**config.mk**
```make
export PLATFORM = sky130hd
export DESIGN_NAME = swept_box_zone_occupancy_top
export DESIGN_NICKNAME = d
export VERILOG_FILES = /design/src/design/szo_pkg.sv /design/src/design/szo_queue.sv /design/src/design/szo_front.sv /design/src/design/szo_back.sv /design/src/design/swept_box_zone_occupancy_top.sv
export SDC_FILE = /design/constraint.sdc
export NUM_CORES = 2
export LEC_CHECK = 0
export BUFFER_PORTS_ARGS = -buffer_cell sky130_fd_sc_hd__clkbuf_2
export CORE_AREA = 3 3 646 648
export DETAILED_ROUTE_END_ITERATION = 6
export DIE_AREA = 0 0 649 651
export SYNTH_ARGS = -nofsm -noshare
export SYNTH_HDL_FRONTEND = slang
export SYNTH_SLANG_ARGS = --single-unit
```
**constraint.sdc**
```tcl
create_clock -name clk -period 11.8 [get_ports clk]
set_clock_uncertainty 0.05 [all_clocks]
set_input_delay 2.36 -clock clk [delete_from_list [all_inputs] [get_ports clk]]
set_output_delay 2.36 -clock clk [all_outputs]
set_load 0.1 [all_outputs]
```
**src/design/szo_pkg.sv**
```systemverilog
// Shared types and constants of the swept box zone occupancy block.
`default_nettype none
package szo_pkg;

    localparam int COORD_W     = 24;  // Q15.8 coordinates
    localparam int DIM_W       = 23;  // zone extents
    localparam int OFF_W       = 25;  // entry offsets
    localparam int WORK_W      = 27;  // signed width of slab arithmetic
    localparam int ID_W        = 32;
    localparam int KIND_W      = 2;
    localparam int TIME_W      = 40;
    localparam int MODE_W      = 5;
    localparam int PERIOD_W    = 24;
    localparam int MAX_RESULTS = 16;

    // mode_flags bit positions
    localparam int MODE_NPC    = 0;
    localparam int MODE_PLAYER = 1;
    localparam int MODE_MOVER  = 2;
    localparam int MODE_JUMP   = 3;
    localparam int MODE_MULTI  = 4;

    // object kinds
    localparam logic [KIND_W-1:0] KIND_NPC    = 2'd1;
    localparam logic [KIND_W-1:0] KIND_PLAYER = 2'd2;
    localparam logic [KIND_W-1:0] KIND_MOVER  = 2'd3;

    // axis codes
    localparam logic [1:0] AXIS_X = 2'd0;
    localparam logic [1:0] AXIS_Y = 2'd1;
    localparam logic [1:0] AXIS_Z = 2'd2;

    // register indexes
    localparam logic [2:0] REG_CENTER_X     = 3'd0;
    localparam logic [2:0] REG_BASE_Y       = 3'd1;
    localparam logic [2:0] REG_CENTER_Z     = 3'd2;
    localparam logic [2:0] REG_HALF_WIDTH_X = 3'd3;
    localparam logic [2:0] REG_HEIGHT_Y     = 3'd4;
    localparam logic [2:0] REG_HALF_DEPTH_Z = 3'd5;
    localparam logic [2:0] REG_MODE_FLAGS   = 3'd6;
    localparam logic [2:0] REG_STAY_PERIOD  = 3'd7;

    typedef enum logic [1:0] {
        OP_MOVE  = 2'd0,
        OP_LEAVE = 2'd1,
        OP_TICK  = 2'd2,
        OP_NONE  = 2'd3
    } op_t;

    typedef enum logic [1:0] {
        EV_ENTERED = 2'd0,
        EV_LEFT    = 2'd1,
        EV_STAY    = 2'd2,
        EV_FULL    = 2'd3
    } evt_kind_t;

    typedef struct packed {
        logic [2:0][COORD_W-1:0] center;  // x, floor y, z
        logic [2:0][DIM_W-1:0]   ext;     // half x, height y, half z
        logic [MODE_W-1:0]       mode;
        logic [PERIOD_W-1:0]     period;
    } cfg_t;

    typedef struct packed {
        op_t                     op;
        logic [KIND_W-1:0]       kind;
        logic [ID_W-1:0]         id;
        logic [2:0][COORD_W-1:0] seg_start;
        logic [2:0][COORD_W-1:0] seg_end;
        logic                    jumping;
        logic [TIME_W-1:0]       now_ms;
    } cmd_t;

    typedef struct packed {
        evt_kind_t             ev;
        logic [KIND_W-1:0]     okind;
        logic [ID_W-1:0]       id;
        logic [2:0][OFF_W-1:0] off;
        logic                  last;
    } evt_t;

endpackage
`default_nettype wire

```
**src/design/szo_queue.sv**
```systemverilog
// Two-entry queue that decouples producer and consumer.
`default_nettype none
module szo_queue #(
    parameter int WIDTH = 8
) (
    input  logic             clk,
    input  logic             rst_n,
    input  logic             push,
    input  logic [WIDTH-1:0] din,
    output logic             in_ready,
    input  logic             pop,
    output logic [WIDTH-1:0] dout,
    output logic             out_valid
);

    logic [WIDTH-1:0] mem_reg [2];
    logic             wr_ptr_reg, wr_ptr_next;
    logic             rd_ptr_reg, rd_ptr_next;
    logic [1:0]       cnt_reg, cnt_next;
    logic             do_push, do_pop;

    assign in_ready  = (cnt_reg != 2'd2);
    assign out_valid = (cnt_reg != 2'd0);
    assign dout      = mem_reg[rd_ptr_reg];
    assign do_push   = push && in_ready;
    assign do_pop    = pop && out_valid;

    // pointer and fill count update
    always_comb
    begin
        wr_ptr_next = do_push ? ~wr_ptr_reg : wr_ptr_reg;
        rd_ptr_next = do_pop ? ~rd_ptr_reg : rd_ptr_reg;
        cnt_next    = cnt_reg + 2'(do_push) - 2'(do_pop);
    end

    always_ff @(posedge clk or negedge rst_n)
    begin
        if (!rst_n)
        begin
            wr_ptr_reg <= 1'b0;
            rd_ptr_reg <= 1'b0;
            cnt_reg    <= 2'd0;
        end
        else
        begin
            wr_ptr_reg <= wr_ptr_next;
            rd_ptr_reg <= rd_ptr_next;
            cnt_reg    <= cnt_next;
        end
    end

    // storage
    always_ff @(posedge clk)
    begin
        if (do_push)
        begin
            mem_reg[wr_ptr_reg] <= din;
        end
    end

endmodule
`default_nettype wire

```
**src/design/szo_front.sv**
```systemverilog
// Front end: unpacks input transfers, drops filtered and unknown items.
`default_nettype none
module szo_front (
    input  logic               s_tvalid,
    output logic               s_tready,
    input  logic [223:0]       s_tdata,
    input  logic [1:0]         s_tuser,
    input  szo_pkg::cfg_t      cfg,
    input  logic               q_ready,
    output logic               q_push,
    output szo_pkg::cmd_t      q_data
);
    import szo_pkg::*;

    logic filtered;
    logic keep;

    // field unpack
    always_comb
    begin
        q_data.op           = op_t'(s_tuser);
        q_data.kind         = s_tdata[1:0];
        q_data.id           = s_tdata[33:2];
        q_data.seg_start[0] = s_tdata[57:34];
        q_data.seg_start[1] = s_tdata[81:58];
        q_data.seg_start[2] = s_tdata[105:82];
        q_data.seg_end[0]   = s_tdata[129:106];
        q_data.seg_end[1]   = s_tdata[153:130];
        q_data.seg_end[2]   = s_tdata[177:154];
        q_data.jumping      = s_tdata[178];
        q_data.now_ms       = s_tdata[218:179];
    end

    // kind filter applies to moves only
    always_comb
    begin
        filtered = ((q_data.kind == KIND_NPC)    && !cfg.mode[MODE_NPC])
                || ((q_data.kind == KIND_PLAYER) && !cfg.mode[MODE_PLAYER])
                || ((q_data.kind == KIND_MOVER)  && !cfg.mode[MODE_MOVER]);
        unique case (q_data.op)
            OP_MOVE:  keep = !filtered;
            OP_LEAVE: keep = 1'b1;
            OP_TICK:  keep = 1'b1;
            default:  keep = 1'b0;
        endcase
    end

    assign s_tready = q_ready;
    assign q_push   = s_tvalid && q_ready && keep;

endmodule
`default_nettype wire

```
**src/design/szo_back.sv**
```systemverilog
// Back end: table walk, slab sweep with serial divider, event generation.
`default_nettype none
module szo_back #(
    parameter int TABLE_DEPTH   = 16,
    parameter int FRACTION_BITS = 16
) (
    input  logic           clk,
    input  logic           rst_n,
    input  szo_pkg::cfg_t  cfg,
    input  logic           cmd_valid,
    input  szo_pkg::cmd_t  cmd_data,
    output logic           cmd_pop,
    input  logic           evt_ready,
    output logic           evt_push,
    output szo_pkg::evt_t  evt_data
);
    import szo_pkg::*;

    localparam int IDX_W   = (TABLE_DEPTH > 1) ? $clog2(TABLE_DEPTH) : 1;
    localparam int CNT_W   = $clog2(TABLE_DEPTH + 1);
    localparam int FRAC_W  = FRACTION_BITS + 1;
    localparam int STEP_W  = $clog2(FRACTION_BITS);
    localparam int MAG_W   = WORK_W - 1;
    localparam int PROD_W  = MAG_W + FRAC_W;
    localparam int NEMIT_W = $clog2(MAX_RESULTS + 1);
    localparam logic [FRAC_W-1:0] ONE      = FRAC_W'(1) << FRACTION_BITS;
    localparam logic [IDX_W-1:0]  LAST_IDX = IDX_W'(TABLE_DEPTH - 1);
    localparam logic [STEP_W-1:0] LAST_STEP = STEP_W'(FRACTION_BITS - 1);

    typedef enum logic [9:0] {
        ST_IDLE   = 10'b0000000001,
        ST_SEARCH = 10'b0000000010,
        ST_AXIS   = 10'b0000000100,
        ST_DIV    = 10'b0000001000,
        ST_MERGE  = 10'b0000010000,
        ST_LERP   = 10'b0000100000,
        ST_POST   = 10'b0001000000,
        ST_LEFT   = 10'b0010000000,
        ST_TICK   = 10'b0100000000,
        ST_DONE   = 10'b1000000000
    } state_t;

    // occupancy table
    logic [TABLE_DEPTH-1:0] slot_valid_reg;
    logic [KIND_W-1:0]      slot_kind_reg [TABLE_DEPTH];
    logic [ID_W-1:0]        slot_id_reg   [TABLE_DEPTH];
    logic [TIME_W-1:0]      slot_time_reg [TABLE_DEPTH];
    logic [CNT_W-1:0]       count_reg, count_next;

    state_t                 state_reg, state_next;
    cmd_t                   cmd_reg, cmd_next;
    logic [IDX_W-1:0]       idx_reg, idx_next;
    logic                   found_reg, found_next;
    logic [IDX_W-1:0]       found_idx_reg, found_idx_next;
    logic                   free_reg, free_next;
    logic [IDX_W-1:0]       free_idx_reg, free_idx_next;
    logic                   left_has_reg, left_has_next;
    logic [IDX_W-1:0]       left_idx_reg, left_idx_next;
    logic                   hit_reg, hit_next;
    logic [1:0]             axis_reg, axis_next;
    logic                   ph_reg, ph_next;
    logic [FRAC_W-1:0]      fst_reg, fst_next;
    logic [FRAC_W-1:0]      fet_reg, fet_next;
    logic [FRAC_W-1:0]      val_reg, val_next;
    logic [FRAC_W-1:0]      q_reg, q_next;
    logic [WORK_W-1:0]      rem_reg, rem_next;
    logic [WORK_W-1:0]      den_reg, den_next;
    logic [STEP_W-1:0]      step_reg, step_next;
    logic [PROD_W-1:0]      prod_reg, prod_next;
    logic                   neg_reg, neg_next;
    logic [2:0][OFF_W-1:0]  off_reg, off_next;
    logic [NEMIT_W-1:0]     nemit_reg, nemit_next;
    evt_t                   pend_reg, pend_next;
    logic                   pend_valid_reg, pend_valid_next;

    // table write controls
    logic                   ins_en, clr_en, tim_en;

    // per-axis slab terms
    logic signed [WORK_W-1:0] s_w, e_w, c_w, ext_w, bmin_w, bmax_w, d_w;
    logic signed [WORK_W-1:0] num_w, den_w, hit_w, off_w;
    logic                     going_up, reject, need_div;
    logic [MAG_W-1:0]         mag;
    logic [PROD_W-FRACTION_BITS-1:0] part;
    logic                     in_end;

    // divider step
    logic [WORK_W-1:0]        trial;
    logic                     trial_ge;
    logic [FRAC_W-1:0]        q_shift;

    // slot under the walk index
    logic                     slot_match, slot_stay;
    logic [TIME_W-1:0]        age;
    logic                     multi, can_emit;

    assign s_w    = WORK_W'($signed(cmd_reg.seg_start[axis_reg]));
    assign e_w    = WORK_W'($signed(cmd_reg.seg_end[axis_reg]));
    assign c_w    = WORK_W'($signed(cfg.center[axis_reg]));
    assign ext_w  = WORK_W'(cfg.ext[axis_reg]);
    assign bmin_w = (axis_reg == AXIS_Y) ? c_w : c_w - ext_w;
    assign bmax_w = c_w + ext_w;
    assign d_w    = e_w - s_w;

    // slab reject test and division operands for the current phase
    always_comb
    begin
        going_up = (s_w < e_w);
        if (going_up)
        begin
            reject = (s_w > bmax_w) || (e_w < bmin_w);
            den_w  = e_w - s_w;
            if (!ph_reg)
            begin
                need_div = (s_w < bmin_w);
                num_w    = bmin_w - s_w;
            end
            else
            begin
                need_div = (e_w > bmax_w);
                num_w    = bmax_w - s_w;
            end
        end
        else
        begin
            reject = (e_w > bmax_w) || (s_w < bmin_w);
            den_w  = s_w - e_w;
            if (!ph_reg)
            begin
                need_div = (s_w > bmax_w);
                num_w    = s_w - bmax_w;
            end
            else
            begin
                need_div = (e_w < bmin_w);
                num_w    = s_w - bmin_w;
            end
        end
    end

    // interpolation of the entry point
    assign mag   = (d_w < 0) ? MAG_W'(-d_w) : MAG_W'(d_w);
    assign part  = prod_reg[PROD_W-1:FRACTION_BITS];
    assign hit_w = neg_reg ? s_w - WORK_W'(part) : s_w + WORK_W'(part);
    assign off_w = hit_w - c_w;

    // end point inside the half-open box
    always_comb
    begin
        logic signed [WORK_W-1:0] ee, cc, xx, lo, hi;
        in_end = 1'b1;
        for (int a = 0; a < 3; a++)
        begin
            ee = WORK_W'($signed(cmd_reg.seg_end[a]));
            cc = WORK_W'($signed(cfg.center[a]));
            xx = WORK_W'(cfg.ext[a]);
            lo = (a == 1) ? cc : cc - xx;
            hi = cc + xx;
            if (!(ee >= lo && ee < hi))
            begin
                in_end = 1'b0;
            end
        end
    end

    assign trial    = {rem_reg[WORK_W-2:0], 1'b0};
    assign trial_ge = (trial >= den_reg);
    assign q_shift  = {q_reg[FRAC_W-2:0], trial_ge};

    assign slot_match = slot_valid_reg[idx_reg] && (slot_kind_reg[idx_reg] == cmd_reg.kind)
                     && (slot_id_reg[idx_reg] == cmd_reg.id);
    assign age        = cmd_reg.now_ms - slot_time_reg[idx_reg];
    assign slot_stay  = slot_valid_reg[idx_reg] && (cmd_reg.now_ms >= slot_time_reg[idx_reg])
                     && (age >= TIME_W'(cfg.period))
                     && (nemit_reg < NEMIT_W'(MAX_RESULTS));
    assign multi      = cfg.mode[MODE_MULTI];
    assign can_emit   = !pend_valid_reg || evt_ready;

    // sequencer
    always_comb
    begin
        logic             f_found;
        logic [IDX_W-1:0] f_idx;
        logic [FRAC_W-1:0] fet_n;
        logic [CNT_W-1:0] cnt_dec;
        logic             emit_go;
        logic             emit_need;
        evt_t             emit_evt;

        state_next      = state_reg;
        cmd_next        = cmd_reg;
        idx_next        = idx_reg;
        found_next      = found_reg;
        found_idx_next  = found_idx_reg;
        free_next       = free_reg;
        free_idx_next   = free_idx_reg;
        left_has_next   = left_has_reg;
        left_idx_next   = left_idx_reg;
        hit_next        = hit_reg;
        axis_next       = axis_reg;
        ph_next         = ph_reg;
        fst_next        = fst_reg;
        fet_next        = fet_reg;
        val_next        = val_reg;
        q_next          = q_reg;
        rem_next        = rem_reg;
        den_next        = den_reg;
        step_next       = step_reg;
        prod_next       = prod_reg;
        neg_next        = neg_reg;
        off_next        = off_reg;
        nemit_next      = nemit_reg;
        count_next      = count_reg;
        pend_next       = pend_reg;
        pend_valid_next = pend_valid_reg;
        cmd_pop         = 1'b0;
        evt_push        = 1'b0;
        evt_data        = pend_reg;
        ins_en          = 1'b0;
        clr_en          = 1'b0;
        tim_en          = 1'b0;
        emit_go         = 1'b0;
        emit_need       = 1'b0;
        emit_evt        = '0;
        emit_evt.okind  = cmd_reg.kind;
        emit_evt.id     = cmd_reg.id;
        f_found         = found_reg || slot_match;
        f_idx           = found_reg ? found_idx_reg : idx_reg;
        fet_n           = (val_reg < fet_reg) ? val_reg : fet_reg;
        cnt_dec         = (left_has_reg && count_reg != '0) ? count_reg - 1'b1 : count_reg;

        unique case (state_reg)
            ST_IDLE:
            begin
                if (cmd_valid)
                begin
                    cmd_pop    = 1'b1;
                    cmd_next   = cmd_data;
                    idx_next   = '0;
                    found_next = 1'b0;
                    free_next  = 1'b0;
                    nemit_next = '0;
                    if (cmd_data.op == OP_TICK)
                    begin
                        state_next = (cfg.period == '0) ? ST_DONE : ST_TICK;
                    end
                    else
                    begin
                        state_next = ST_SEARCH;
                    end
                end
            end

            ST_SEARCH:
            begin
                if (slot_match && !found_reg)
                begin
                    found_next     = 1'b1;
                    found_idx_next = idx_reg;
                end
                if (!slot_valid_reg[idx_reg] && !free_reg)
                begin
                    free_next     = 1'b1;
                    free_idx_next = idx_reg;
                end
                if (idx_reg == LAST_IDX)
                begin
                    idx_next      = '0;
                    left_has_next = f_found;
                    left_idx_next = f_idx;
                    if (cmd_reg.op == OP_LEAVE)
                    begin
                        state_next = f_found ? ST_LEFT : ST_DONE;
                    end
                    else if (cfg.mode[MODE_JUMP] || !cmd_reg.jumping)
                    begin
                        axis_next  = AXIS_X;
                        ph_next    = 1'b0;
                        fst_next   = '0;
                        fet_next   = ONE;
                        state_next = ST_AXIS;
                    end
                    else
                    begin
                        hit_next   = 1'b0;
                        state_next = ST_POST;
                    end
                end
                else
                begin
                    idx_next = idx_reg + 1'b1;
                end
            end

            ST_AXIS:
            begin
                if (reject)
                begin
                    hit_next   = 1'b0;
                    state_next = ST_POST;
                end
                else if (need_div)
                begin
                    // first quotient bit straight from the operands
                    den_next   = den_w;
                    if (num_w >= den_w)
                    begin
                        rem_next = num_w - den_w;
                        q_next   = FRAC_W'(1);
                    end
                    else
                    begin
                        rem_next = num_w;
                        q_next   = '0;
                    end
                    step_next  = '0;
                    state_next = ST_DIV;
                end
                else
                begin
                    val_next   = ph_reg ? ONE : '0;
                    state_next = ST_MERGE;
                end
            end

            ST_DIV:
            begin
                rem_next  = trial_ge ? trial - den_reg : trial;
                q_next    = q_shift;
                step_next = step_reg + 1'b1;
                if (step_reg == LAST_STEP)
                begin
                    val_next   = (q_shift > ONE) ? ONE : q_shift;
                    state_next = ST_MERGE;
                end
            end

            ST_MERGE:
            begin
                if (!ph_reg)
                begin
                    fst_next   = (val_reg > fst_reg) ? val_reg : fst_reg;
                    ph_next    = 1'b1;
                    state_next = ST_AXIS;
                end
                else
                begin
                    fet_next = fet_n;
                    ph_next  = 1'b0;
                    if (fet_n < fst_reg)
                    begin
                        hit_next   = 1'b0;
                        state_next = ST_POST;
                    end
                    else if (axis_reg == AXIS_Z)
                    begin
                        axis_next  = AXIS_X;
                        state_next = ST_LERP;
                    end
                    else
                    begin
                        axis_next  = axis_reg + 1'b1;
                        state_next = ST_AXIS;
                    end
                end
            end

            ST_LERP:
            begin
                if (!ph_reg)
                begin
                    prod_next = PROD_W'(mag) * PROD_W'(fst_reg);
                    neg_next  = (d_w < 0);
                    ph_next   = 1'b1;
                end
                else
                begin
                    off_next[axis_reg] = off_w[OFF_W-1:0];
                    ph_next            = 1'b0;
                    if (axis_reg == AXIS_Z)
                    begin
                        hit_next   = 1'b1;
                        state_next = ST_POST;
                    end
                    else
                    begin
                        axis_next = axis_reg + 1'b1;
                    end
                end
            end

            ST_POST:
            begin
                emit_evt.off = off_reg;
                if (hit_reg && !found_reg)
                begin
                    if (free_reg)
                    begin
                        emit_need   = multi || (count_reg == '0);
                        emit_evt.ev = EV_ENTERED;
                    end
                    else
                    begin
                        emit_need   = 1'b1;
                        emit_evt.ev = EV_FULL;
                    end
                end
                if (!(emit_need && !can_emit))
                begin
                    emit_go = emit_need;
                    if (hit_reg && !found_reg)
                    begin
                        ins_en        = free_reg;
                        count_next    = free_reg ? count_reg + 1'b1 : count_reg;
                        left_has_next = free_reg;
                        left_idx_next = free_idx_reg;
                    end
                    state_next = (!in_end && (hit_reg || found_reg)) ? ST_LEFT : ST_DONE;
                end
            end

            ST_LEFT:
            begin
                emit_need   = multi || (cnt_dec == '0);
                emit_evt.ev = EV_LEFT;
                if (!(emit_need && !can_emit))
                begin
                    emit_go    = emit_need;
                    clr_en     = left_has_reg;
                    count_next = cnt_dec;
                    state_next = ST_DONE;
                end
            end

            ST_TICK:
            begin
                emit_evt.ev    = EV_STAY;
                emit_evt.okind = slot_kind_reg[idx_reg];
                emit_evt.id    = slot_id_reg[idx_reg];
                if (!(slot_stay && !can_emit))
                begin
                    emit_go    = slot_stay;
                    tim_en     = slot_stay;
                    nemit_next = slot_stay ? nemit_reg + 1'b1 : nemit_reg;
                    if (idx_reg == LAST_IDX)
                    begin
                        state_next = ST_DONE;
                    end
                    else
                    begin
                        idx_next = idx_reg + 1'b1;
                    end
                end
            end

            ST_DONE:
            begin
                // the held event is the final one of this item
                if (!pend_valid_reg)
                begin
                    state_next = ST_IDLE;
                end
                else if (evt_ready)
                begin
                    evt_push        = 1'b1;
                    evt_data.last   = 1'b1;
                    pend_valid_next = 1'b0;
                    state_next      = ST_IDLE;
                end
            end

            default:
            begin
                state_next = ST_IDLE;
            end
        endcase

        // one event is held back until it is known whether another follows
        if (emit_go)
        begin
            if (pend_valid_reg)
            begin
                evt_push = 1'b1;
            end
            pend_next       = emit_evt;
            pend_valid_next = 1'b1;
        end
    end

    // control state
    always_ff @(posedge clk or negedge rst_n)
    begin
        if (!rst_n)
        begin
            state_reg      <= ST_IDLE;
            pend_valid_reg <= 1'b0;
            count_reg      <= '0;
            slot_valid_reg <= '0;
        end
        else
        begin
            state_reg      <= state_next;
            pend_valid_reg <= pend_valid_next;
            count_reg      <= count_next;
            if (ins_en)
            begin
                slot_valid_reg[free_idx_reg] <= 1'b1;
            end
            if (clr_en)
            begin
                slot_valid_reg[left_idx_reg] <= 1'b0;
            end
        end
    end

    // datapath registers
    always_ff @(posedge clk)
    begin
        cmd_reg       <= cmd_next;
        idx_reg       <= idx_next;
        found_reg     <= found_next;
        found_idx_reg <= found_idx_next;
        free_reg      <= free_next;
        free_idx_reg  <= free_idx_next;
        left_has_reg  <= left_has_next;
        left_idx_reg  <= left_idx_next;
        hit_reg       <= hit_next;
        axis_reg      <= axis_next;
        ph_reg        <= ph_next;
        fst_reg       <= fst_next;
        fet_reg       <= fet_next;
        val_reg       <= val_next;
        q_reg         <= q_next;
        rem_reg       <= rem_next;
        den_reg       <= den_next;
        step_reg      <= step_next;
        prod_reg      <= prod_next;
        neg_reg       <= neg_next;
        off_reg       <= off_next;
        nemit_reg     <= nemit_next;
        pend_reg      <= pend_next;
    end

    // table payload
    always_ff @(posedge clk)
    begin
        if (ins_en)
        begin
            slot_kind_reg[free_idx_reg] <= cmd_reg.kind;
            slot_id_reg[free_idx_reg]   <= cmd_reg.id;
            slot_time_reg[free_idx_reg] <= cmd_reg.now_ms;
        end
        if (tim_en)
        begin
            slot_time_reg[idx_reg] <= cmd_reg.now_ms;
        end
    end

endmodule
`default_nettype wire

```
**src/design/swept_box_zone_occupancy_top.sv**
```systemverilog
// Top level: register port, front end, command queue, back end, event queue.
// A move's time is set by the table walk and the serial divider (one quotient bit a cycle);
// a leave's by the table walk, and a tick's by the table walk when a stay period is set.
// Items are worked one at a time; two items queue in front. The last result of an item
// is released when the item ends. Output stalls add to these times.
// Reset (rst_n low, asynchronous) empties the table and loads register defaults.
`default_nettype none
module swept_box_zone_occupancy_top #(
    parameter int TABLE_DEPTH   = 16,
    parameter int FRACTION_BITS = 16
) (
    input  logic         clk,
    input  logic         rst_n,
    // configuration
    input  logic         psel,
    input  logic         penable,
    input  logic         pwrite,
    input  logic [4:0]   paddr,
    input  logic [31:0]  pwdata,
    output logic [31:0]  prdata,
    output logic         pready,
    // input items
    input  logic         s_tvalid,
    output logic         s_tready,
    // object_kind, object_id, start_x, start_y, start_z, end_x, end_y, end_z,
    // is_jumping, time_now_ms
    input  logic [223:0] s_tdata,
    // operation
    input  logic [1:0]   s_tuser,
    // results
    output logic         m_tvalid,
    input  logic         m_tready,
    // event_object_kind, event_object_id, offset_x, offset_y, offset_z
    output logic [111:0] m_tdata,
    // event_kind
    output logic [1:0]   m_tuser,
    output logic         m_tlast
);
    import szo_pkg::*;

    cfg_t              cfg_reg;
    logic              wr_en;
    logic              cq_push, cq_ready, cq_valid, cq_pop;
    cmd_t              cq_din, cq_dout;
    logic              eq_push, eq_ready;
    evt_t              eq_din, eq_dout;

    assign pready = 1'b1;
    assign wr_en  = psel && penable && pwrite;

    // configuration registers
    always_ff @(posedge clk or negedge rst_n)
    begin
        if (!rst_n)
        begin
            cfg_reg <= '{center: '0, ext: '0, mode: MODE_W'(8), period: '0};
        end
        else if (wr_en)
        begin
            unique case (paddr[4:2])
                REG_CENTER_X:     cfg_reg.center[0] <= pwdata[COORD_W-1:0];
                REG_BASE_Y:       cfg_reg.center[1] <= pwdata[COORD_W-1:0];
                REG_CENTER_Z:     cfg_reg.center[2] <= pwdata[COORD_W-1:0];
                REG_HALF_WIDTH_X: cfg_reg.ext[0]    <= pwdata[DIM_W-1:0];
                REG_HEIGHT_Y:     cfg_reg.ext[1]    <= pwdata[DIM_W-1:0];
                REG_HALF_DEPTH_Z: cfg_reg.ext[2]    <= pwdata[DIM_W-1:0];
                REG_MODE_FLAGS:   cfg_reg.mode      <= pwdata[MODE_W-1:0];
                REG_STAY_PERIOD:  cfg_reg.period    <= pwdata[PERIOD_W-1:0];
                default:          cfg_reg           <= cfg_reg;
            endcase
        end
    end

    // register read
    always_comb
    begin
        unique case (paddr[4:2])
            REG_CENTER_X:     prdata = 32'(cfg_reg.center[0]);
            REG_BASE_Y:       prdata = 32'(cfg_reg.center[1]);
            REG_CENTER_Z:     prdata = 32'(cfg_reg.center[2]);
            REG_HALF_WIDTH_X: prdata = 32'(cfg_reg.ext[0]);
            REG_HEIGHT_Y:     prdata = 32'(cfg_reg.ext[1]);
            REG_HALF_DEPTH_Z: prdata = 32'(cfg_reg.ext[2]);
            REG_MODE_FLAGS:   prdata = 32'(cfg_reg.mode);
            REG_STAY_PERIOD:  prdata = 32'(cfg_reg.period);
            default:          prdata = '0;
        endcase
    end

    szo_front u_front (
        .s_tvalid (s_tvalid),
        .s_tready (s_tready),
        .s_tdata  (s_tdata),
        .s_tuser  (s_tuser),
        .cfg      (cfg_reg),
        .q_ready  (cq_ready),
        .q_push   (cq_push),
        .q_data   (cq_din)
    );

    szo_queue #(.WIDTH($bits(cmd_t))) u_cmd_queue (
        .clk       (clk),
        .rst_n     (rst_n),
        .push      (cq_push),
        .din       (cq_din),
        .in_ready  (cq_ready),
        .pop       (cq_pop),
        .dout      (cq_dout),
        .out_valid (cq_valid)
    );

    szo_back #(
        .TABLE_DEPTH   (TABLE_DEPTH),
        .FRACTION_BITS (FRACTION_BITS)
    ) u_back (
        .clk       (clk),
        .rst_n     (rst_n),
        .cfg       (cfg_reg),
        .cmd_valid (cq_valid),
        .cmd_data  (cq_dout),
        .cmd_pop   (cq_pop),
        .evt_ready (eq_ready),
        .evt_push  (eq_push),
        .evt_data  (eq_din)
    );

    szo_queue #(.WIDTH($bits(evt_t))) u_evt_queue (
        .clk       (clk),
        .rst_n     (rst_n),
        .push      (eq_push),
        .din       (eq_din),
        .in_ready  (eq_ready),
        .pop       (m_tready),
        .dout      (eq_dout),
        .out_valid (m_tvalid)
    );

    // result packing
    assign m_tdata = {3'b000, eq_dout.off[2], eq_dout.off[1], eq_dout.off[0],
                      eq_dout.id, eq_dout.okind};
    assign m_tuser = eq_dout.ev;
    assign m_tlast = eq_dout.last;

endmodule
`default_nettype wire

```
* Word-level counts from Yosys, hierarchy flattened
Memories as Yosys holds them, arrays and structs flattened. A register that Yosys moved wholly into a read port is not among the register bits. Cells that the tools add are included. Widths: inputs -> output; s select.
Storage, ports and cells: RAM bits 1850, bits in registers 811, bits of input ports 270, output and inout bits 150, memories kept 5
Memories:
- u_back.slot_time_reg | words 16, bits a word 40, rd ports 1, clocked after memory_dff 1, write ports 1, RTL line szo_back.sv:47 | logic [TIME_W-1:0] slot_time_reg [TABLE_DEPTH];
- u_back.slot_id_reg | words 16, bits a word 32, rd ports 1, clocked after memory_dff 1, write ports 1, RTL line szo_back.sv:46 | logic [ID_W-1:0] slot_id_reg [TABLE_DEPTH];
- u_cmd_queue.mem_reg | words 2, bits a word 221, rd ports 1, clocked after memory_dff 0, write ports 1, RTL line szo_queue.sv:16 | logic [WIDTH-1:0] mem_reg [2];
- u_evt_queue.mem_reg | words 2, bits a word 112, rd ports 1, clocked after memory_dff 0, write ports 1, RTL line szo_queue.sv:16
- u_back.slot_kind_reg | words 16, bits a word 2, rd ports 1, clocked after memory_dff 1, write ports 1, RTL line szo_back.sv:45 | logic [KIND_W-1:0] slot_kind_reg [TABLE_DEPTH];
Operators by class: $add $sub $neg 30, order comparisons 28, multiplexer cells 182, multipliers 1, reduce and logical (&&, ||, !) cells 101, bitwise operators 9, equal/unequal tests 61
Operators with widths (number):
- $pmux 32 s8 | 1
- $mux 17 | 15
- $mux 10 | 19
- $bmux 24 s2 | 3
- $mux 27 | 5
- $mux 26 | 5
- $sub 24x24->25 | 5
- $pmux 17 s2 | 3
- $add 24x24->25 | 4
- $pmux 10 s10 | 1
- $bwmux 75 | 1
- $lt 24x25->1 | 3
- $mux 24 | 3
- $mux 16 | 4
- $mux 1 | 61
- $mux 4 | 14
- $ge 27x27->1 | 2
- $lt 24x27->1 | 2
- $pmux 26 s2 | 1
- $sub 26x26->26 | 2
- $demux 25 s2 | 1
- $ge 24x25->1 | 2
- $gt 24x25->1 | 2
- $mux 25 | 2
- other kinds (93) | 251

* Depth between registers and ports, before layout
depth after elaboration 12, mapped depth 52

* Modules after synthesis
Synthesis repeated with hierarchy kept, for this count alone.
Unflattened totals: cell total of the unflattened synthesis 11138, area total of the unflattened synthesis 147789.2 um2
By module, submodules not included:
- szo_back | area each 112764.4 um2, cells an instance 9216, times used 1
- szo_queue at u_cmd_queue | area each 16936.2 um2, cells an instance 705, times used 1
- szo_queue at u_evt_queue | area each 8335.5 um2, cells an instance 371, times used 1
- swept_box_zone_occupancy_top | area each 8005.2 um2, cells an instance 613, times used 1
- szo_front | area each 1747.9 um2, cells an instance 233, times used 1

* Worst setup path before layout
Ideal clock, no wire load.
path kind input to register, start point in s_tuser[0], end point mem u_cmd_queue.mem_reg[0][0] (netlist name), enable pin, cell stages on the path 6, required time 10943 ps, setup slack -1181 ps, arrival 12124 ps, cells stage by stage inv_1 ha_1 o21ai_0 a21oi_1 o2111ai_1 nor2_1
On the way: cells in the longest elaborated chain, start to end 7
RTL lines:
- start: declaration | RTL line swept_box_zone_occupancy_top.sv:29 | input logic [1:0] s_tuser,
- $eq 2x1->1 / $eq 2x2->1 (equally long branches) | RTL line szo_front.sv:40 | unique case (q_data.op)
- $reduce_or 2->1 (no source line)
- $pmux 1 s2 (*) | RTL line szo_front.sv:40
- $logic_and 1x1->1 (*) | RTL line szo_front.sv:49 | assign q_push = s_tvalid && q_ready && keep;
- $logic_and 1x1->1 (*) | RTL line szo_queue.sv:25 | assign do_push = push && in_ready;
- $mux 1 (*) | RTL line szo_queue.sv:55 | if (do_push)
- $mux 1 (implied by the code) (*) | RTL line szo_queue.sv:57 | mem_reg[wr_ptr_reg] <= din;
- end: declaration | RTL line szo_queue.sv:16
Mark *: on every way between the ends. The rest lies on a longest branch, timed or not.

* Worst setup path after layout
start point reg u_back.axis_reg[1], end point reg u_back.prod_reg[40], data pin
On the way: cells in the longest elaborated chain, start to end 6
RTL lines:
- start: declaration | RTL line szo_back.sv:60 | logic [1:0] axis_reg, axis_next;
- start signal: assignment | RTL line szo_back.sv:528 | axis_reg <= axis_next;
- $bmux 24 s2 (on tied branches) | RTL line szo_back.sv:98, szo_back.sv:97
- $mux 24 (on tied branches) | RTL line szo_back.sv:98, szo_back.sv:97
- $sub 24x24->25 (*) | RTL line szo_back.sv:103 | assign d_w = e_w - s_w;
- $neg 25->26 / $lt 25x1->1 (equally long branches) | RTL line szo_back.sv:142 | assign mag = (d_w < 0) ? MAG_W'(-d_w) : MAG_W'(d_w);
- $mux 26 (*) | RTL line szo_back.sv:142
- $mul 26x17->41 (*) | RTL line szo_back.sv:372 | prod_next = PROD_W'(mag) * PROD_W'(fst_reg);
- end signal: assignment | RTL line szo_back.sv:537 | prod_reg <= prod_next;
- end: declaration | RTL line szo_back.sv:69 | logic [PROD_W-1:0] prod_reg, prod_next;
Mark *: on every way between the ends. The rest lies on a longest branch, timed or not. The select of a mux whose other input is x is not followed. A chain may end at the register's enable or synchronous reset.

==> qor.yml <==
critical_path:
  path_class: "reg -> reg"
  worst-r2r-setup-slack_ns: 0.61
  crit_fanout: 15
  arrival_ns: 11.77
  critPathCaptureType: "flip-flop"
  r2r-end: "u_back.prod_reg[40]$_DFFE_PP_"
  critical_path_required_ns: 12.38
  cp_slowest_cell: "fa_1"
  r2r_start: "u_back.axis_reg[1]$_SDFFCE_PN0P_"
  start_kind: "flip-flop"
  r2r_cells: 50
  cpPeakStageDelay_ns: 0.57
  startpoint: "u_back.axis_reg[1]$_SDFFCE_PN0P_"
cts:
  clock-root-buffer: "clkbuf_16"
  postCtsHoldBufs: 0
  clock_sinks: 2647
  cts_htree_levels: 5
  clock_latency_ns: 0.94
  clk_transition_reported_paths_ns: 0.06
  clockBufferDepth: 4
  numCtsBuffers: 291
  cts_tree: "built"
place:
  globalplace.congestion: 0.944
  post_dp_cell_area_um2: 155000
  dp.cells: 16732
  dpl.hpwl_um: 295000
  portBuffers: 392
global_routing:
  antenna_found_initial: 64
  grt_pass1_vias: 89153
  grt_pass1_wl_um: 601000
  grt_max_degree: 123
  overflow: 0
  grt_use_total_pct: 19.0
synth:
  synth-edff-count: 2433
  synth-seq-cells: 2647
  synthAdderAreaFrac_pct: 12.5
  synthSimpleGateAreaFrac_pct: 7.94
  post_synth.cell_area_avg_um2: 13.3
  synth-xor-area-share_pct: 3.07
  synth.most_common_cell: "edfxtp_1"
  ys_warn_count: 0
  synth_cell_type_count: 97
  synth.area.top_cells: "edfxtp_1 (51%), ha_1 (7.3%), mux4_2 (6.0%)"
  seq_area_frac_synth_pct: 54.5
  synth-compound-area-share_pct: 7.57
  synthMuxAreaShare_pct: 10.8
  netlist_area_um2: 144000
  syn_inst: 10860
  synth.top_cell.area_share_pct: 50.8
  async_flop_share_pct: 7.93
  synth_top_family_by_area: "adder cells"
  synth_common_cells: "edfxtp_1 (2433), inv_1 (948), ha_1 (841)"
  synth_flop_cell: "edfxtp_1"
  yosys.area.top_type: "edfxtp_1"
routing:
  ant_nets: 0
  firstDrtPassIters: 6
  wirelength_um: 412000
  wl_per_cell_um: 23.8
  vias_per_cell: 5.18
  drc: 0
  num_vias: 89616
  drtIter0Drc: 7956
outcome:
  outcome: "completed"
die:
  rows: 236
  ios: 420
  die-area_um2: 422000
  die_h_um: 651
  core_um2: 413000
  start_util_pct: 34.9
  fp.dieW_um: 649
hold_path:
  min-delay-start: "u_back.evt_data[56]$_SDFFCE_PN0P_"
  hp-class: "reg -> reg"
  hold_end: "u_evt_queue.mem_reg[0][56]$_DFFE_PP_"
  min_path_cells: 0
flow_run:
  cap_viol_max_count: 0
timing:
  setup_violations: 0
  relSlewSlack_pct: 12.4
  fmax_ghz: 0.0894
  finalCriticalPeriod_ns: 11.19
  slew_viol_final: 0
  max_slew.worst_pin.slew_ns: 1.28
  finalHoldViolCount: 0
  rsz0062_at_grt: "no"
  period_share_pct: 94.8
final_layout:
  nets: 13038
  finalCoreUtilization_pct: 39.9
  area_delta_synth_final_pct: 14.5
  drive_gt1_share_pct: 19.1
  largest_register_ffs: 640
  final_cell_count_no_fill: 17285
  fin_area_um2: 165000
layout make-up:
type                            count  area (um^2)
Fill cell                       38548       248000
Sequential cell                  2647        78400
Multi-Input combinational cell   6855        61100
Clock buffer                      356         7630
Tap cell                         5474         6850
Timing Repair Buffer              809         5330
Inverter                          949         3570
Clock inverter                    161         1800
Antenna cell                       34         85.1
kinds of logic (layout without fill, tap and decap cells):
| kind of cell | after synthesis | after routing |
|---|---|---|
| AO/OA/AOI/OAI | 1712 | 1712 |
| XOR/XNOR | 503 | 503 |
| AND/OR/NAND/NOR | 2386 | 2386 |
| buffers and inverters | 1383 | 2275 |
| adder cells (fa/ha/maj) | 1215 | 1215 |
| multiplexers | 1012 | 1012 |
| other | 2 | 61 |
| flip-flops | 2647 | 2647 |
metal layers:
metal	global-route usage, %	vias up	part of all wire [%]
li1	-	41041	-
met1	25.0	45225	42
met2	31.4	2736	48
met3	2.98	604	6.1
met4	7.62	10	4.4
met5	0	-	0.017
through the flow:
step / hold slack [ns] / worst slack (ns) / setup TNS, ns
after global routing: 0.396 / 0.0378 / 0
after floorplan: 0.371 / -0.0785 / -7.17
after detailed placement: 0.379 / 0.0903 / 0
after global placement: 0.372 / 0.0919 / 0
after CTS: 0.383 / 0.0479 / 0
final: 0.386 / 0.608 / 0
worst max path at each step:
stage               cells past startpoint                                    to
floorplan                              38  u_back.slot_time_reg[2][0]$_DFFE_PP_
global placement                       52         u_back.prod_reg[40]$_DFFE_PP_
detailed placement                     55         u_back.prod_reg[40]$_DFFE_PP_
CTS                                    52         u_back.prod_reg[40]$_DFFE_PP_
global route                           46         u_back.prod_reg[40]$_DFFE_PP_
finish                                 50         u_back.prod_reg[40]$_DFFE_PP_
layout by cell type (no fill, tap or decap), types with 82 or more instances in the layout:
cell       Yosys  layout
clkbuf_2       0     391
a21oi_1      541     526
buf_4         13     394
nand3_1       97      97
edfxtp_1    2433    2433
clkbuf_16      0     295
mux2_2       463     463
xnor2_1      357     352
mux4_2       384     384
nor2b_1      126     125
o21a_1        82      82
inv_1        948     944
o21ai_0      379     373
xor2_1       145     143
dfrtp_1      208     206
ha_1         841     840
nor3_1       133     126
and2_1       289     286
nand2_1      760     759
a21o_1       210     210
mux2i_1      165     159
nor2_1       590     568
fa_1         374     373
worst max-delay path: cells and delay by family (launching register included):
family	cells	cell delay (ns)
XOR/XNOR	2	0.19
AND/OR/NAND/NOR	11	1.57
AO/OA/AOI/OAI	15	3.00
adder cells (fa/ha/maj)	8	3.67
flip-flops	1	0.37
buffers and inverters	14	2.06
timing repair:
action / CTS / global route
buffers inserted: 0 / 2
gates resized for setup: 0 / 51
setup endpoints to repair: 0 / 5
endpoints found under the hold margin: 0 / 0
Power is left out: the tool's default activity adds up to more than one toggle a clock period on the data nets, which glitch-free logic cannot reach.
